File: config.mk
export PLATFORM = sky130hd
export DESIGN_NAME = json_stream_tokenizer_flat
export DESIGN_NICKNAME = d
export VERILOG_FILES = /design/src/hw/rtl/jst_pkg.sv /design/src/hw/rtl/jst_if.sv /design/src/hw/rtl/jst_cell.sv /design/src/hw/rtl/jst_stack.sv /design/src/hw/rtl/json_stream_tokenizer.sv /design/src/flat_wrapper.sv
export SDC_FILE = /design/constraint.sdc
export NUM_CORES = 1
export LEC_CHECK = 0
export BUFFER_PORTS_ARGS = -buffer_cell sky130_fd_sc_hd__buf_2
export CAP_MARGIN = 20
export CORE_MARGIN = 5
export CORE_UTILIZATION = 50
export CTS_BUF_LIST = sky130_fd_sc_hd__clkbuf_4 sky130_fd_sc_hd__clkbuf_8
export DETAILED_ROUTE_END_ITERATION = 8
export GPL_ROUTABILITY_DRIVEN = 0
export PLACE_DENSITY = 0.71
export SYNTH_ARGS = -nofsm -noshare
export SYNTH_HDL_FRONTEND = slang
export SYNTH_HIERARCHICAL = 1
export SYNTH_SLANG_ARGS = --single-unit
export TNS_END_PERCENT = 100
File: constraint.sdc
create_clock -name clk_i -period 5.2 [get_ports clk_i]
set_input_delay 0.26 -clock clk_i [delete_from_list [all_inputs] [get_ports clk_i]]
set_output_delay 0.26 -clock clk_i [all_outputs]
set_load 0.005 [all_outputs]
File: src/hw/rtl/jst_pkg.sv
package jst_pkg;

  localparam int MaxDepth = 32;
  localparam int DepthW = $clog2(MaxDepth + 1);
  localparam int PtrW = (MaxDepth > 1) ? $clog2(MaxDepth) : 1;

  localparam logic [4:0] M_START      = 5'd0;
  localparam logic [4:0] M_VALUE      = 5'd1;
  localparam logic [4:0] M_ARR_FIRST  = 5'd2;
  localparam logic [4:0] M_OBJ_FIRST  = 5'd3;
  localparam logic [4:0] M_KEY        = 5'd4;
  localparam logic [4:0] M_KEY_CHARS  = 5'd5;
  localparam logic [4:0] M_COLON      = 5'd6;
  localparam logic [4:0] M_STR        = 5'd7;
  localparam logic [4:0] M_LIT        = 5'd8;
  localparam logic [4:0] M_NUM_SIGN   = 5'd9;
  localparam logic [4:0] M_NUM_DIGITS = 5'd10;
  localparam logic [4:0] M_NUM_ZERO   = 5'd11;
  localparam logic [4:0] M_AFTER      = 5'd12;

  localparam logic [4:0] EV_NONE      = 5'd0;
  localparam logic [4:0] EV_OBJ_OPEN  = 5'd1;
  localparam logic [4:0] EV_OBJ_CLOSE = 5'd2;
  localparam logic [4:0] EV_ARR_OPEN  = 5'd3;
  localparam logic [4:0] EV_ARR_CLOSE = 5'd4;
  localparam logic [4:0] EV_KEY_OPEN  = 5'd5;
  localparam logic [4:0] EV_KEY_CHAR  = 5'd6;
  localparam logic [4:0] EV_KEY_CLOSE = 5'd7;
  localparam logic [4:0] EV_STR_OPEN  = 5'd8;
  localparam logic [4:0] EV_STR_CHAR  = 5'd9;
  localparam logic [4:0] EV_STR_CLOSE = 5'd10;
  localparam logic [4:0] EV_LIT_BYTE  = 5'd11;
  localparam logic [4:0] EV_TRUE      = 5'd12;
  localparam logic [4:0] EV_NUM_BYTE  = 5'd15;
  localparam logic [4:0] EV_COLON     = 5'd16;
  localparam logic [4:0] EV_COMMA     = 5'd17;

  localparam logic [2:0] ERR_NONE     = 3'd0;
  localparam logic [2:0] ERR_START    = 3'd1;
  localparam logic [2:0] ERR_CHAR     = 3'd2;
  localparam logic [2:0] ERR_DIGIT    = 3'd3;
  localparam logic [2:0] ERR_TRAIL    = 3'd4;
  localparam logic [2:0] ERR_EARLY    = 3'd5;
  localparam logic [2:0] ERR_DEEP     = 3'd6;
  localparam logic [2:0] ERR_OVERFLOW = 3'd7;

  localparam logic [0:0] REG_DEPTH_LIMIT = 1'd0;

  typedef enum logic [1:0] {
    STK_NONE = 2'd0,
    STK_PUSH = 2'd1,
    STK_POP  = 2'd2,
    STK_CLR  = 2'd3
  } stk_op_e;

  // shift-chain control: all cells see the same op each cycle
  typedef struct packed {
    stk_op_e    op;
    logic       kind;
  } stk_ctl_t;

  typedef struct packed {
    logic [4:0]  event_res;
    logic [7:0]  char_out;
    logic        number_done;
    logic [63:0] number_value;
    logic [5:0]  depth;
    logic [2:0]  error_code;
    logic        accepted;
    logic [31:0] line;
    logic [31:0] column;
  } out_t;

  function automatic logic [7:0] lit_char(input logic [1:0] k, input logic [2:0] s);
    logic [7:0] c;
    c = 8'h00;
    unique case (k)
      2'd0: begin
        unique case (s)
          3'd0: c = "t"; 3'd1: c = "r"; 3'd2: c = "u"; 3'd3: c = "e";
          default: c = 8'h00;
        endcase
      end
      2'd1: begin
        unique case (s)
          3'd0: c = "f"; 3'd1: c = "a"; 3'd2: c = "l"; 3'd3: c = "s"; 3'd4: c = "e";
          default: c = 8'h00;
        endcase
      end
      2'd2: begin
        unique case (s)
          3'd0: c = "n"; 3'd1: c = "u"; 3'd2: c = "l"; 3'd3: c = "l";
          default: c = 8'h00;
        endcase
      end
      default: c = 8'h00;
    endcase
    return c;
  endfunction

  function automatic logic [2:0] lit_len(input logic [1:0] k);
    return (k == 2'd1) ? 3'd5 : 3'd4;
  endfunction

endpackage

File: src/hw/rtl/jst_if.sv
interface jst_in_if;
  logic       valid;
  logic       ready;
  logic [7:0] byte_in;
  logic       last_byte;
  modport source (output valid, byte_in, last_byte, input ready);
  modport sink (input valid, byte_in, last_byte, output ready);
endinterface

interface jst_out_if;
  logic        valid;
  logic        ready;
  logic [4:0]  event_res;
  logic [7:0]  char_out;
  logic        number_done;
  logic [63:0] number_value;
  logic [5:0]  depth;
  logic [2:0]  error_code;
  logic        accepted;
  logic [31:0] line;
  logic [31:0] column;
  modport source (output valid, event_res, char_out, number_done, number_value, depth,
                  error_code, accepted, line, column, input ready);
  modport sink (input valid, event_res, char_out, number_done, number_value, depth,
                error_code, accepted, line, column, output ready);
endinterface

File: src/hw/rtl/jst_cell.sv
// One stack entry; push shifts kinds down the chain, pop shifts them up.
module jst_cell
  import jst_pkg::*;
(
  input  logic     clk_i,
  input  stk_ctl_t ctl_i,
  input  logic     up_i,
  input  logic     down_i,
  output logic     kind_o
);
  logic kind_q, kind_d;

  always_comb begin
    unique case (ctl_i.op)
      STK_PUSH: kind_d = up_i;
      STK_POP:  kind_d = down_i;
      STK_NONE: kind_d = kind_q;
      STK_CLR:  kind_d = kind_q;
      default:  kind_d = kind_q;
    endcase
  end

  always_ff @(posedge clk_i) begin
    kind_q <= kind_d;
  end

  assign kind_o = kind_q;
endmodule

File: src/hw/rtl/jst_stack.sv
// Cell 0 is the top of stack.
module jst_stack
  import jst_pkg::*;
(
  input  logic     clk_i,
  input  stk_ctl_t ctl_i,
  output logic     top_o
);
  logic [MaxDepth-1:0] kind;
  logic [MaxDepth:0]   down;

  assign down[MaxDepth] = 1'b0;

  for (genvar g = 0; g < MaxDepth; g++) begin : g_cell
    assign down[g] = kind[g];
    jst_cell u_cell (
      .clk_i  (clk_i),
      .ctl_i  (ctl_i),
      .up_i   ((g == 0) ? ctl_i.kind : kind[(g == 0) ? 0 : g-1]),
      .down_i (down[g+1]),
      .kind_o (kind[g])
    );
  end

  assign top_o = kind[0];
endmodule

File: src/hw/rtl/json_stream_tokenizer.sv
// Channel  Dir  Payload
// in_if    in   byte_in[7:0], last_byte
// out_if   out  event_res, char_out, number_done, number_value, depth,
//              error_code, accepted, line, column
// APB      in   depth_limit at address 0
// One byte per cycle unless the output stalls; each byte's result is registered in the output register.
// The nesting stack is a shifting chain of cells, pushed and popped only on accepted brackets.
// rst_ni clears the parse state and sets depth_limit to 32.
// A stalled output holds; a new byte is taken when the output is empty or is being taken.
module json_stream_tokenizer
  import jst_pkg::*;
(
  input  logic        clk_i,
  input  logic        rst_ni,
  jst_in_if.sink      in_if,
  jst_out_if.source   out_if,
  input  logic        psel,
  input  logic        penable,
  input  logic        pwrite,
  input  logic [1:0]  paddr,
  input  logic [31:0] pwdata,
  output logic [31:0] prdata,
  output logic        pready
);
  localparam logic [63:0] OvfLim = 64'd922337203685477580;

  logic [5:0]        limit_q;
  logic [4:0]        mode_q, mode_d;
  logic [2:0]        step_q, step_d;
  logic [1:0]        kind_q, kind_d;
  logic [DepthW-1:0] dep_q, dep_d;
  logic [63:0]       acc_q, acc_d;
  logic              neg_q, neg_d;
  logic [31:0]       line_q, line_d, col_q, col_d;
  logic [2:0]        err_q, err_d;
  logic              ovalid_q;
  out_t              out_q, res;
  stk_ctl_t          sctl;
  logic              top;
  logic              take;

  assign pready = 1'b1;
  assign prdata = {26'd0, limit_q};
  assign in_if.ready = !ovalid_q || out_if.ready;
  assign take = in_if.valid && in_if.ready;

  jst_stack u_stack (.clk_i(clk_i), .ctl_i(sctl), .top_o(top));

  always_comb begin
    logic [7:0]  b;
    logic        ws, isd, done, pushk, dopush, dopop, after;
    logic [4:0]  ev;
    logic [7:0]  ch;
    logic [63:0] val;
    logic [5:0]  lim;
    logic [3:0]  d;
    b = in_if.byte_in;
    ws = (b == " ") || (b == 8'h09) || (b == 8'h0d) || (b == 8'h0a);
    isd = (b >= "0") && (b <= "9");
    d = 4'(b - "0");
    ev = EV_NONE; ch = 8'h00; done = 1'b0; val = 64'd0;
    mode_d = mode_q; step_d = step_q; kind_d = kind_q; dep_d = dep_q;
    acc_d = acc_q; neg_d = neg_q; line_d = line_q; col_d = col_q; err_d = err_q;
    dopush = 1'b0; dopop = 1'b0; pushk = 1'b0; after = 1'b0;
    lim = (limit_q == 6'd0) ? 6'd1 : (limit_q > 6'(MaxDepth)) ? 6'(MaxDepth) : limit_q;
    if (err_q == ERR_NONE) begin
      if (b == 8'h0a) begin
        if (line_q != '1) line_d = line_q + 32'd1;
        col_d = '0;
      end else if (col_q != '1) begin
        col_d = col_q + 32'd1;
      end
      unique case (mode_q)
        M_START, M_VALUE, M_ARR_FIRST: begin
          if ((mode_q == M_START) || !ws) begin
            if ((mode_q == M_ARR_FIRST) && (b == "]")) after = 1'b1;
            else if (b == "{" || b == "[") begin
              if ({{(7-DepthW){1'b0}}, dep_q} >= {1'b0, lim}) err_d = ERR_DEEP;
              else begin
                pushk = (b == "[");
                dopush = 1'b1;
                dep_d = dep_q + DepthW'(1);
                ev = pushk ? EV_ARR_OPEN : EV_OBJ_OPEN;
                mode_d = pushk ? M_ARR_FIRST : M_OBJ_FIRST;
              end
            end else if (b == "\"") begin
              ev = EV_STR_OPEN; mode_d = M_STR;
            end else if (b == "t" || b == "f" || b == "n") begin
              kind_d = (b == "t") ? 2'd0 : (b == "f") ? 2'd1 : 2'd2;
              step_d = 3'd1; ev = EV_LIT_BYTE; mode_d = M_LIT;
            end else begin
              acc_d = '0; neg_d = 1'b0;
              if (b == "-") begin neg_d = 1'b1; ev = EV_NUM_BYTE; mode_d = M_NUM_SIGN; end
              else if (b == "0") begin ev = EV_NUM_BYTE; mode_d = M_NUM_ZERO; end
              else if (isd) begin
                acc_d = {60'd0, d}; ev = EV_NUM_BYTE; mode_d = M_NUM_DIGITS;
              end else err_d = ERR_START;
            end
          end
        end
        M_OBJ_FIRST, M_KEY: begin
          if (!ws) begin
            if ((mode_q == M_OBJ_FIRST) && (b == "}")) after = 1'b1;
            else if (b == "\"") begin ev = EV_KEY_OPEN; mode_d = M_KEY_CHARS; end
            else err_d = ERR_CHAR;
          end
        end
        M_KEY_CHARS: begin
          if (b == "\"") begin ev = EV_KEY_CLOSE; mode_d = M_COLON; end
          else begin ev = EV_KEY_CHAR; ch = b; end
        end
        M_COLON: begin
          if (!ws) begin
            if (b == ":") begin ev = EV_COLON; mode_d = M_VALUE; end
            else err_d = ERR_CHAR;
          end
        end
        M_STR: begin
          if (b == "\"") begin ev = EV_STR_CLOSE; mode_d = M_AFTER; end
          else begin ev = EV_STR_CHAR; ch = b; end
        end
        M_LIT: begin
          if (step_q >= lit_len(kind_q) || b != lit_char(kind_q, step_q)) err_d = ERR_CHAR;
          else begin
            step_d = step_q + 3'd1;
            if (step_d == lit_len(kind_q)) begin
              ev = EV_TRUE + {3'd0, kind_q}; mode_d = M_AFTER;
            end else ev = EV_LIT_BYTE;
          end
        end
        M_NUM_SIGN: begin
          if (b == "0") begin ev = EV_NUM_BYTE; mode_d = M_NUM_ZERO; end
          else if (isd) begin
            acc_d = {60'd0, d}; ev = EV_NUM_BYTE; mode_d = M_NUM_DIGITS;
          end else err_d = ERR_DIGIT;
        end
        M_NUM_DIGITS, M_NUM_ZERO: begin
          if ((mode_q == M_NUM_DIGITS) && isd) begin
            if (acc_q > OvfLim || (acc_q == OvfLim && d > 4'd7)) err_d = ERR_OVERFLOW;
            else begin
              acc_d = (acc_q << 3) + (acc_q << 1) + {60'd0, d};
              ev = EV_NUM_BYTE;
            end
          end else begin
            done = 1'b1; val = neg_q ? -acc_q : acc_q; mode_d = M_AFTER; after = 1'b1;
          end
        end
        M_AFTER: after = 1'b1;
        default: err_d = ERR_CHAR;
      endcase
      if (after && !ws) begin
        if (dep_q == '0) err_d = ERR_TRAIL;
        else if (b == ",") begin
          ev = EV_COMMA; mode_d = top ? M_VALUE : M_KEY;
        end else if ((!top && b == "}") || (top && b == "]")) begin
          dopop = 1'b1; dep_d = dep_q - DepthW'(1);
          ev = top ? EV_ARR_CLOSE : EV_OBJ_CLOSE; mode_d = M_AFTER;
        end else err_d = ERR_CHAR;
      end
      if (err_d != ERR_NONE) begin
        ev = EV_NONE; ch = 8'h00; done = 1'b0; val = '0; dopush = 1'b0; dopop = 1'b0;
        dep_d = dep_q;
      end
    end
    res.accepted = 1'b0;
    if (in_if.last_byte) begin
      if (err_d == ERR_NONE) begin
        if (mode_d == M_NUM_DIGITS || mode_d == M_NUM_ZERO) begin
          done = 1'b1; val = neg_d ? -acc_d : acc_d; mode_d = M_AFTER;
        end else if (mode_d == M_NUM_SIGN) err_d = ERR_DIGIT;
        if (err_d == ERR_NONE && !(mode_d == M_AFTER && dep_d == '0)) err_d = ERR_EARLY;
        if (err_d != ERR_NONE) begin ev = EV_NONE; ch = 8'h00; done = 1'b0; val = '0; end
      end
      res.accepted = (err_d == ERR_NONE);
    end
    res.event_res = ev; res.char_out = ch; res.number_done = done; res.number_value = val;
    res.depth = 6'(dep_d); res.error_code = err_d; res.line = line_d; res.column = col_d;
    sctl.kind = pushk;
    sctl.op = !take ? STK_NONE : dopush ? STK_PUSH : dopop ? STK_POP : STK_NONE;
    if (in_if.last_byte) begin
      mode_d = M_START; step_d = '0; kind_d = '0; dep_d = '0; acc_d = '0; neg_d = 1'b0;
      line_d = 32'd1; col_d = '0; err_d = ERR_NONE;
    end
  end

  always_ff @(posedge clk_i or negedge rst_ni) begin
    if (!rst_ni) begin
      limit_q <= 6'd32; mode_q <= M_START; step_q <= '0; kind_q <= '0; dep_q <= '0;
      acc_q <= '0; neg_q <= 1'b0; line_q <= 32'd1; col_q <= '0; err_q <= ERR_NONE;
      ovalid_q <= 1'b0;
    end else begin
      if (psel && penable && pwrite && pready && paddr[1:0] == {REG_DEPTH_LIMIT, 1'b0})
        limit_q <= pwdata[5:0];
      if (take) begin
        mode_q <= mode_d; step_q <= step_d; kind_q <= kind_d; dep_q <= dep_d;
        acc_q <= acc_d; neg_q <= neg_d; line_q <= line_d; col_q <= col_d; err_q <= err_d;
      end
      if (in_if.ready) ovalid_q <= in_if.valid;
    end
  end

  always_ff @(posedge clk_i) begin
    if (take) out_q <= res;
  end

  assign out_if.valid = ovalid_q;
  assign out_if.event_res = out_q.event_res;
  assign out_if.char_out = out_q.char_out;
  assign out_if.number_done = out_q.number_done;
  assign out_if.number_value = out_q.number_value;
  assign out_if.depth = out_q.depth;
  assign out_if.error_code = out_q.error_code;
  assign out_if.accepted = out_q.accepted;
  assign out_if.line = out_q.line;
  assign out_if.column = out_q.column;

  a_depth_max: assert property (@(posedge clk_i) disable iff (!rst_ni)
    {{(7-DepthW){1'b0}}, dep_q} <= 7'(MaxDepth)) else $error("depth above max");
  a_ev_err: assert property (@(posedge clk_i) disable iff (!rst_ni)
    out_if.valid && out_if.error_code != ERR_NONE |-> out_if.event_res == EV_NONE)
    else $error("event with error");
  a_hold: assert property (@(posedge clk_i) disable iff (!rst_ni)
    out_if.valid && !out_if.ready |=> out_if.valid && $stable(out_if.number_value))
    else $error("output dropped");
  a_acc: assert property (@(posedge clk_i) disable iff (!rst_ni)
    out_if.valid && out_if.accepted |-> out_if.depth == 6'd0) else $error("accept deep");
endmodule

File: src/flat_wrapper.sv
// flat-port wrapper written by rule: the top's interface ports become plain ports
module json_stream_tokenizer_flat import jst_pkg::*;
  (clk_i, rst_ni, psel, penable, pwrite, paddr, pwdata, prdata, pready, in_if_valid, in_if_byte_in, in_if_last_byte, in_if_ready, out_if_valid, out_if_event_res, out_if_char_out, out_if_number_done, out_if_number_value, out_if_depth, out_if_error_code, out_if_accepted, out_if_line, out_if_column, out_if_ready);
  jst_in_if in_if_i ();
  jst_out_if out_if_i ();
  input  logic clk_i;
  input  logic rst_ni;
  input  logic psel;
  input  logic penable;
  input  logic pwrite;
  input  logic [1:0] paddr;
  input  logic [31:0] pwdata;
  output logic [31:0] prdata;
  output logic pready;
  input wire logic [$bits(in_if_i.valid)-1:0] in_if_valid;
  input wire logic [$bits(in_if_i.byte_in)-1:0] in_if_byte_in;
  input wire logic [$bits(in_if_i.last_byte)-1:0] in_if_last_byte;
  output wire logic [$bits(in_if_i.ready)-1:0] in_if_ready;
  output wire logic [$bits(out_if_i.valid)-1:0] out_if_valid;
  output wire logic [$bits(out_if_i.event_res)-1:0] out_if_event_res;
  output wire logic [$bits(out_if_i.char_out)-1:0] out_if_char_out;
  output wire logic [$bits(out_if_i.number_done)-1:0] out_if_number_done;
  output wire logic [$bits(out_if_i.number_value)-1:0] out_if_number_value;
  output wire logic [$bits(out_if_i.depth)-1:0] out_if_depth;
  output wire logic [$bits(out_if_i.error_code)-1:0] out_if_error_code;
  output wire logic [$bits(out_if_i.accepted)-1:0] out_if_accepted;
  output wire logic [$bits(out_if_i.line)-1:0] out_if_line;
  output wire logic [$bits(out_if_i.column)-1:0] out_if_column;
  input wire logic [$bits(out_if_i.ready)-1:0] out_if_ready;
  assign in_if_i.valid = in_if_valid;
  assign in_if_i.byte_in = in_if_byte_in;
  assign in_if_i.last_byte = in_if_last_byte;
  assign in_if_ready = in_if_i.ready;
  assign out_if_valid = out_if_i.valid;
  assign out_if_event_res = out_if_i.event_res;
  assign out_if_char_out = out_if_i.char_out;
  assign out_if_number_done = out_if_i.number_done;
  assign out_if_number_value = out_if_i.number_value;
  assign out_if_depth = out_if_i.depth;
  assign out_if_error_code = out_if_i.error_code;
  assign out_if_accepted = out_if_i.accepted;
  assign out_if_line = out_if_i.line;
  assign out_if_column = out_if_i.column;
  assign out_if_i.ready = out_if_ready;
  json_stream_tokenizer u_core (.clk_i(clk_i), .rst_ni(rst_ni), .in_if(in_if_i), .out_if(out_if_i), .psel(psel), .penable(penable), .pwrite(pwrite), .paddr(paddr), .pwdata(pwdata), .prdata(prdata), .pready(pready));
endmodule
After elaboration in Yosys (flattened, before gate mapping)
Index checks and enable logic that the tools add are counted.
{"block": "totals", "out_inout_bits": 187, "in_bits": 50, "register_bits": 339, "elab_cells": 440}
{"block": "op_classes", "eq_ne": 55, "add_sub_neg": 11, "magnitude_cmp": 7, "mux": 257, "n_reduce_logical": 58}
{"operator": "two-way mux 64 bit", "n": 23}
{"operator": "two-way mux 5 bit", "n": 52}
{"operator": "two-way mux 32 bit", "n": 8}
{"operator": "case mux 64 bit (3 select lines)", "n": 1}
{"operator": "two-way mux 3 bit", "n": 47}
{"operator": "negator 64 bit", "n": 2}
{"operator": "two-way mux 6 bit", "n": 14}
{"operator": "case mux 5 bit (8 select lines)", "n": 2}
{"operator": "two-way mux 8 bit", "n": 9}
{"operator": "adder 32 x 1 -> 32 bit (second input constant)", "n": 2}
{"operator": "adder 64 x 4 -> 64 bit", "n": 1}
{"operator": "adder 64 bit", "n": 1}
{"operator": "== test 64 x 60 -> 1 bit (second input constant)", "n": 1}
{"operator": "greater-than comparator 64 x 60 -> 1 bit (second input constant)", "n": 1}
{"operator": "!= test 32 bit (second input constant)", "n": 2}
{"operator": "case mux 1 bit (2 select lines)", "n": 32}
{"operator": "== test 8 x 7 -> 1 bit (second input constant)", "n": 7}
{"operator": "== test 8 x 6 -> 1 bit (second input constant)", "n": 6}
{"operator": "== test 5 x 4 -> 1 bit (second input constant)", "n": 9}
{"operator": "two-way mux 1 bit", "n": 44}
{"operator": "case mux 7 bit (5 select lines)", "n": 1}
{"operator": "two-way mux 2 bit", "n": 15}
{"operator": "case mux 7 bit (4 select lines)", "n": 1}
{"operator": "== test 8 x 4 -> 1 bit (second input constant)", "n": 3}
{"operator": "other kinds (43)", "n": 104}

Logic depth before layout (Yosys ltp)
Gate-level depths: netlist (run 1).
{"block": "logic_depth", "word_depth": 32, "ltp_mapped": 24, "ltp_nobuf": 19}

Modules after synthesis
Netlist (run 1), hierarchy kept.
{"mod": "json_stream_tokenizer", "seq_area_each_um2": 8445.6, "area_per_inst_um2": 24840.1, "n_inst": 1, "cells_per_inst": 2909}
{"mod": "jst_cell", "seq_area_each_um2": 30.0, "area_per_inst_um2": 65.1, "n_inst": 32, "cells_per_inst": 5}
{"mod": "jst_stack", "seq_area_each_um2": 0.0, "area_per_inst_um2": 3.8, "n_inst": 1, "cells_per_inst": 1}

Worst setup path before layout (run 1)
No wires, ideal clock.
{"block": "synth_timing", "path_type": "register to register", "from": "register u_core.ovalid_q (netlist: u_core/out_if.valid)", "to": "register u_core.mode_q[0]", "path_buffers": 1, "setup_slack_ns": -0.383, "required_ns": 4.838, "period_less_slack_ns": 5.583, "stages_incl_launch_ff": 6, "arrival_ns": 5.221, "setup_ns": 0.362, "path_cell_list": "dfrtp_1 > nand2b_1 > nand2_1 > clkinv_1 > clkbuf_1 > o21ai_0"}
{"block": "synth_between", "elab_chain_len": 3}
{"element": "start: declaration", "line": "json_stream_tokenizer.sv:36", "source": "logic ovalid_q;"}
{"element": "start signal: assignment", "line": "json_stream_tokenizer.sv:198", "source": "if (in_if.ready) ovalid_q <= in_if.valid;"}
{"element": "logical NOT 1 bit", "line": "json_stream_tokenizer.sv:44", "source": "assign in_if.ready = !ovalid_q || out_if.ready;"}
{"element": "logical OR 1 bit", "line": "json_stream_tokenizer.sv:44"}
{"element": "named net in_if_ready", "line": "flat_wrapper.sv:18", "source": "output wire logic [$bits(in_if_i.ready)-1:0] in_if_ready;"}
{"element": "logical AND 1 bit", "line": "json_stream_tokenizer.sv:45", "source": "assign take = in_if.valid && in_if.ready;"}
{"element": "named net u_core.take", "line": "json_stream_tokenizer.sv:40", "source": "logic take;"}
{"element": "end signal: assignment", "line": "json_stream_tokenizer.sv:195", "source": "mode_q <= mode_d; step_q <= step_d; kind_q <= kind_d; dep_q <= dep_d;"}
{"element": "end: declaration", "line": "json_stream_tokenizer.sv:28", "source": "logic [4:0] mode_q, mode_d;"}
The timed path passes the listed nets, and every way through them passes these cells.
A chain may end at the register's enable or synchronous reset.

==> results.cfg, run 1 <==
[yosys]
synth_cell_types = 115
netlist_area_um2 = 26900
synth-seq-area-share = 0.349
synth_ff_type = edfxtp_1
yosysWarnings = 6
synth_area_leaders = edfxtp_1, dfrtp_1, ha_1
synth_edf_count = 184
postSynthAreaPerCell_um2 = 8.77
syn-instance-count = 3070
synth-async-reset-ratio = 0.457
ys_ff_latch = 339
synth_area_leader_cell = edfxtp_1
synth_top_area_share = 0.205

[die]
rows = 85
io_pins = 237
core_um2 = 53600
die_x_um = 242
start_util = 0.502
die_h_um = 242
dieArea_um2 = 58600

[timing]
slew_headroom = 0.321
max_freq_mhz = 196
finalMaxSlewViolations = 0
post-route-min-period_ns = 5.10
holdWs_ns = 0.0704
fin_worst_skew_ns = 0.0588
tightest_slew_ns = 1.02
hold_viol = 0
postLayoutSetupSlackWorst_ns = 0.0965
setup_viol = 0
fin_crit_sh = 0.981
rsz0062_at_grt = true

[setup_path]
cp-end-kind = flop
cp_max_fo = 9
critPathRequiredTime_ns = 5.71
cp-start-kind = flop
crit_type = reg -> reg
critPathArrivalTime_ns = 5.61

[route]
drt_drc_violations_left = 1
first_pass_iters = 9
drtIter0Drc = 3630
vias = 26100
ant_nets = 0
wl_mm = 86.8
wl_per_cell_um = 20.8
routed_via_density = 6.26

[clocking]
cts_tree = built
cts_root_buf = clkbuf_8
htreeDepth = 2
cts.sinks = 339
numCtsBuffers = 60
clk_pin_slew_ns = 0.07
worstSkewPairLatency_ns = 0.71
clockBufferDepth = 3

[global_route]
grt_pass1_vias = 25400
overflow = 0
globalRouteTotalUtil = 0.280
grt_max_degree = 81
grt_pass1_wl_mm = 137
antenna_found_initial = 1

[power_and_ir_drop]
p_total_uw = 8320
ir_drop_mv = 0.357
leakage_uw = 0.0142
p_per_area_nw_per_um2 = 259

[cells_and_area]
final_cell_mix = nand2_1, buf_4, nor2_1
layout-drive-gt1-share = 0.223
final_nets = 3652
design_area_um2 = 32100
layout_commonest_cell = nand2_1
syn_to_final_growth_pct = 19.2
fin_util = 0.599
n_fill_cell = 4534

[place]
dpl.hpwl_mm = 63.4
dpl_cell_area_um2 = 30200
pre_cts_ws_ns = -0.216
port_buffers = 183

[run]
timing.max_cap.violations = 0

[hold_path]
min_path_type = in -> reg

[status]
outcome = finished with violations
violations = DRC
logic make-up (layout without fill, tap and decap cells):
logic type,count (synthesis),in the layout,synth area share
AOI/OAI and AO/OA,865,865,0.219
adders and majority gates,175,175,0.0819
other,3,29,0.000418
buffers and inverters,353,737,0.0559
xor gates and xnor gates,226,226,0.0738
muxes,53,53,0.0260
DFF,339,339,0.349
and+or+nand+nor,1056,1056,0.194
state kept, by name, summed over array words and instances, names as in the netlist, 8 cells and up:
name and flops:
u_core/col_q 32, u_core/line_q 32, u_core/out_if.char_out 8, u_core/u_stack/g_cell.u_cell/kind_o 32
u_core/out_if.column 32, u_core/acc_q 64, u_core/out_if.line 32, u_core/out_if.number_value 64
layout make-up:
type	count	area, µm²	share of cell area
multi-input combinational	2403	16500	0.513
timing repair buffer	497	3400	0.106
clock buffer	80	1030	0.0320
inverter	126	478	0.0149
sequential	339	9410	0.293
antenna	1	2.50	0.0000779
tap	696	871	0.0271
clock inverter	34	447	0.0139
routing by layer:
| metal | GRT usage | vias to the layer above | wire length (µm) |
|---|---|---|---|
| li1 | - | 12000 | - |
| met5 | 0 | - | 0 |
| met4 | 0.135 | 0 | 4780 |
| met3 | 0.0470 | 326 | 7710 |
| met2 | 0.456 | 1427 | 39500 |
| met1 | 0.366 | 12400 | 34800 |
path summary, 6_finish.rpt:
check                           slack (ns)  cells past startpoint                    startpoint                                  endpoint
min in group asynchronous             0.22                      2                        rst_ni               u_core/dep_q[0]$_DFFE_PN0P_
max in group asynchronous             3.80                      3                        rst_ni              u_core/acc_q[39]$_DFFE_PN0P_
worst max register to register         0.1                     18   u_core/acc_q[2]$_DFFE_PN0P_  u_core/out_if.number_value[63]$_DFFE_PP_
worst max-delay path                   0.1                     18   u_core/acc_q[2]$_DFFE_PN0P_  u_core/out_if.number_value[63]$_DFFE_PP_
worst min register to register        0.54                      1  u_core/col_q[22]$_DFFE_PN0P_              u_core/col_q[22]$_DFFE_PN0P_
worst min-delay path                  0.07                      2              in_if_byte_in[7]       u_core/out_if.char_out[7]$_DFFE_PP_
report_power, final:
group	internal, µW	switching (µW)
clock	1800	1240
sequential	2970	126
combinational	736	1450
total	5500	2820
synth_stat cells, types with 24 or more instances:
library cell,count
buf_4,30
a211oi_1,24
or3_1,36
clkbuf_1,161
mux2_4,32
a22oi_1,52
edfxtp_1,184
a21oi_1,171
nand4_1,45
nor3_1,67
nor2_1,255
xor2_1,85
ha_1,173
inv_1,124
o211ai_1,25
o31ai_1,40
a31oi_1,37
and3_1,32
a21o_1,33
nand3_1,71
dfrtp_1,153
a22o_1,54
o21ai_0,220
xnor2_1,140
nor4_1,28
nand2b_1,30
and2_1,26
nand2_1,334
per-stage QoR:
stage               setup TNS (ns)  std cells
floorplan                        0       3095
global placement           -0.0819       4045
detailed placement          -0.319       4045
CTS                              0       4171
global route                -0.124       4176
finish                           0       4176
timing repair:
| item | 4_1_cts | 5_1_grt |
|---|---|---|
| gates resized for setup | 14 | 59 |
| hold buffers | 10 | 0 |
| buffers inserted | 2 | 4 |
| pin swaps | 2 | 17 |
| endpoints found under the setup margin | 12 | 64 |
| cloned | 0 | 0 |
| endpoints found under the hold margin | 84 | 0 |
critical path, stage by stage, from the launching register on:
cell and delay, ns:
dfrtp_1 0.39, buf_4 0.18, ha_4 0.25, ha_4 0.27, and2_4 0.17, a221oi_2 0.06, buf_4 0.17, a2111oi_4 0.49
o311ai_4 0.14, a21oi_2 0.23, o211ai_1 0.28, a2111o_1 0.45, a32o_2 0.29, a211oi_2 0.21, and4b_1 0.26, nand3_2 0.11
or4b_4 0.54, and3_1 0.21, o32ai_2 0.23
(Power assumes the default switching activity.)
==> inputs of run 2 (changes only) <==
--- a/config.mk
+++ b/config.mk
@@ -12,7 +12,8 @@
 export CTS_BUF_LIST = sky130_fd_sc_hd__clkbuf_4 sky130_fd_sc_hd__clkbuf_8
 export DETAILED_ROUTE_END_ITERATION = 8
 export GPL_ROUTABILITY_DRIVEN = 0
-export PLACE_DENSITY = 0.71
+export PLACE_DENSITY = 0.8
+export REMOVE_ABC_BUFFERS = 1
 export SYNTH_ARGS = -nofsm -noshare
 export SYNTH_HDL_FRONTEND = slang
 export SYNTH_HIERARCHICAL = 1
==> results.cfg, run 2 (synthesis results as in run 1) <==
[cells_and_area]
layout_commonest_cell = nand2_1
syn_to_final_growth_pct = 18.0
final_cell_mix = nand2_1, buf_4, nor2_1
final_nets = 3623
layout-drive-gt1-share = 0.213
fin_cells = 4145

[status]
outcome = finished, final reports clean

[place]
pre_cts_ws_ns = -0.160
port_buffers = 183
dp_cells = 4019
dpl.hpwl_mm = 61.4

[clocking]
cts.sinks = 339
cts_tree = built
clk_pin_slew_ns = 0.06
clockBufferDepth = 3
numCtsBuffers = 59
worstSkewPairLatency_ns = 0.70
cts_root_buf = clkbuf_8
htreeDepth = 2

[global_route]
globalRouteTotalUtil = 0.274
grt_pass1_wl_mm = 133
overflow = 0
grt_pass1_vias = 25200
grt_max_degree = 75
antenna_found_initial = 2

[timing]
fin_worst_skew_ns = 0.0610
tightest_slew_ns = 0.789
max_freq_mhz = 194
post-route-min-period_ns = 5.17
setup_tns_ns = 0
hold_viol = 0
slew_headroom = 0.469
finalMaxSlewViolations = 0
rsz0062_at_grt = true
setup_viol = 0
postLayoutSetupSlackWorst_ns = 0.0339
fin_crit_sh = 0.993

[route]
wl_per_cell_um = 20.4
wl_mm = 84.4
drt_drc_violations_left = 0
first_pass_iters = 6
drtIter0Drc = 3027
ant_nets = 0
routed_via_density = 6.23
vias = 25800

[die]
core_um2 = 53600
die_h_um = 242
start_util = 0.502
die_x_um = 242
rows = 85
dieArea_um2 = 58600
io_pins = 237

[setup_path]
critPathRequiredTime_ns = 5.59
cp-start-kind = flop
cp-end-kind = flop
cp_max_fo = 15
critPathArrivalTime_ns = 5.55
crit_type = reg -> reg

[power_and_ir_drop]
switchingPower_uw = 2840
combPwrFrac = 0.267
p_total_uw = 8270
p_per_area_nw_per_um2 = 260
ir_drop_mv = 0.221
p_int_uw = 5440
clkPwrFrac = 0.361
leakage_uw = 0.0140
seq_power_share = 0.372
swShare = 0.343

[hold_path]
min_path_type = in -> reg

[run]
timing.max_cap.violations = 0
==> run 2: layout make-up <==
| class | instances | area, µm² |
|---|---|---|
| fillers | 4591 | 21800 |
| inverters | 126 | 480 |
| well taps | 696 | 871 |
| diodes | 1 | 2.50 |
| clock buffers | 70 | 926 |
| flip-flops and latches | 339 | 9410 |
| multi-input cells | 2403 | 16400 |
| repair buffers | 469 | 3190 |
| clock inverters | 41 | 508 |
==> run 2: worst paths after layout <==
| path | startpoint | endpoint | slack (ns) | cells past startpoint |
|---|---|---|---|---|
| setup reg to reg | u_core/acc_q[1]$_DFFE_PN0P_ | u_core/out_if.number_value[63]$_DFFE_PP_ | 0.03 | 21 |
| min in group asynchronous | rst_ni | u_core/out_if.valid$_DFFE_PN0N_ | 0.18 | 2 |
| setup / recovery | u_core/acc_q[1]$_DFFE_PN0P_ | u_core/out_if.number_value[63]$_DFFE_PP_ | 0.03 | 21 |
| max in group asynchronous | rst_ni | u_core/acc_q[15]$_DFFE_PN0P_ | 3.72 | 3 |
| hold reg to reg | u_core/col_q[22]$_DFFE_PN0P_ | u_core/col_q[22]$_DFFE_PN0P_ | 0.52 | 1 |
| hold / removal | in_if_byte_in[4] | u_core/out_if.char_out[4]$_DFFE_PP_ | 0.06 | 3 |
==> run 2: per-layer routing <==
| layer | vias to the layer above | track usage | share of wire |
|---|---|---|---|
| li1 | 11900 | - | - |
| met1 | 12200 | 0.352 | 0.40 |
| met2 | 1430 | 0.450 | 0.46 |
| met4 | 0 | 0.129 | 0.049 |
| met5 | - | 0 | 0 |
| met3 | 286 | 0.0496 | 0.089 |
==> run 2: what timing repair did <==
item | CTS | global route
setup endpoints to repair | 5 | 36
pin swaps | 5 | 21
endpoints found under the hold margin | 77 | 0
hold buffers | 9 | 0
resized for setup | 14 | 46
setup buffers | 2 | 3
==> run 2: power groups by stage <==
stage	registers, µW	clock network (µW)	logic (µW)
after floorplan	3130	0	1090
after global placement	3130	0	2070
after detailed placement	3130	0	2090
after CTS	3080	3040	2110
after global routing	3090	3160	2340
final	3080	2990	2210
==> run 2: worst max-delay path, stage by stage, from the launching register on <==
cell and delay, ns:
dfrtp_1 0.41, buf_4 0.16, inv_1 0.11, ha_1 0.22
nand4b_1 0.17, nor4_1 0.26, buf_4 0.17, nand4_1 0.18
buf_4 0.23, o22ai_4 0.18, buf_4 0.19, o21ai_4 0.08
buf_4 0.23, a2111oi_0 0.43, mux2i_1 0.20, a22o_1 0.27
a211oi_2 0.19, and4b_1 0.26, nand3_2 0.08, or4b_4 0.50
a21oi_1 0.23, o32ai_2 0.11
==> run 2: through the flow <==
step / utilization / hold WS, ns / instance area [µm²]
after floorplan: - / -0.0356 / 26000
after global placement: 0.559 / 0.351 / 30000
after detailed placement: 0.559 / 0.340 / 30000
after CTS: 0.589 / 0.0101 / 31600
after global routing: 0.593 / 0.0647 / 31800
final: 0.593 / 0.0592 / 31800
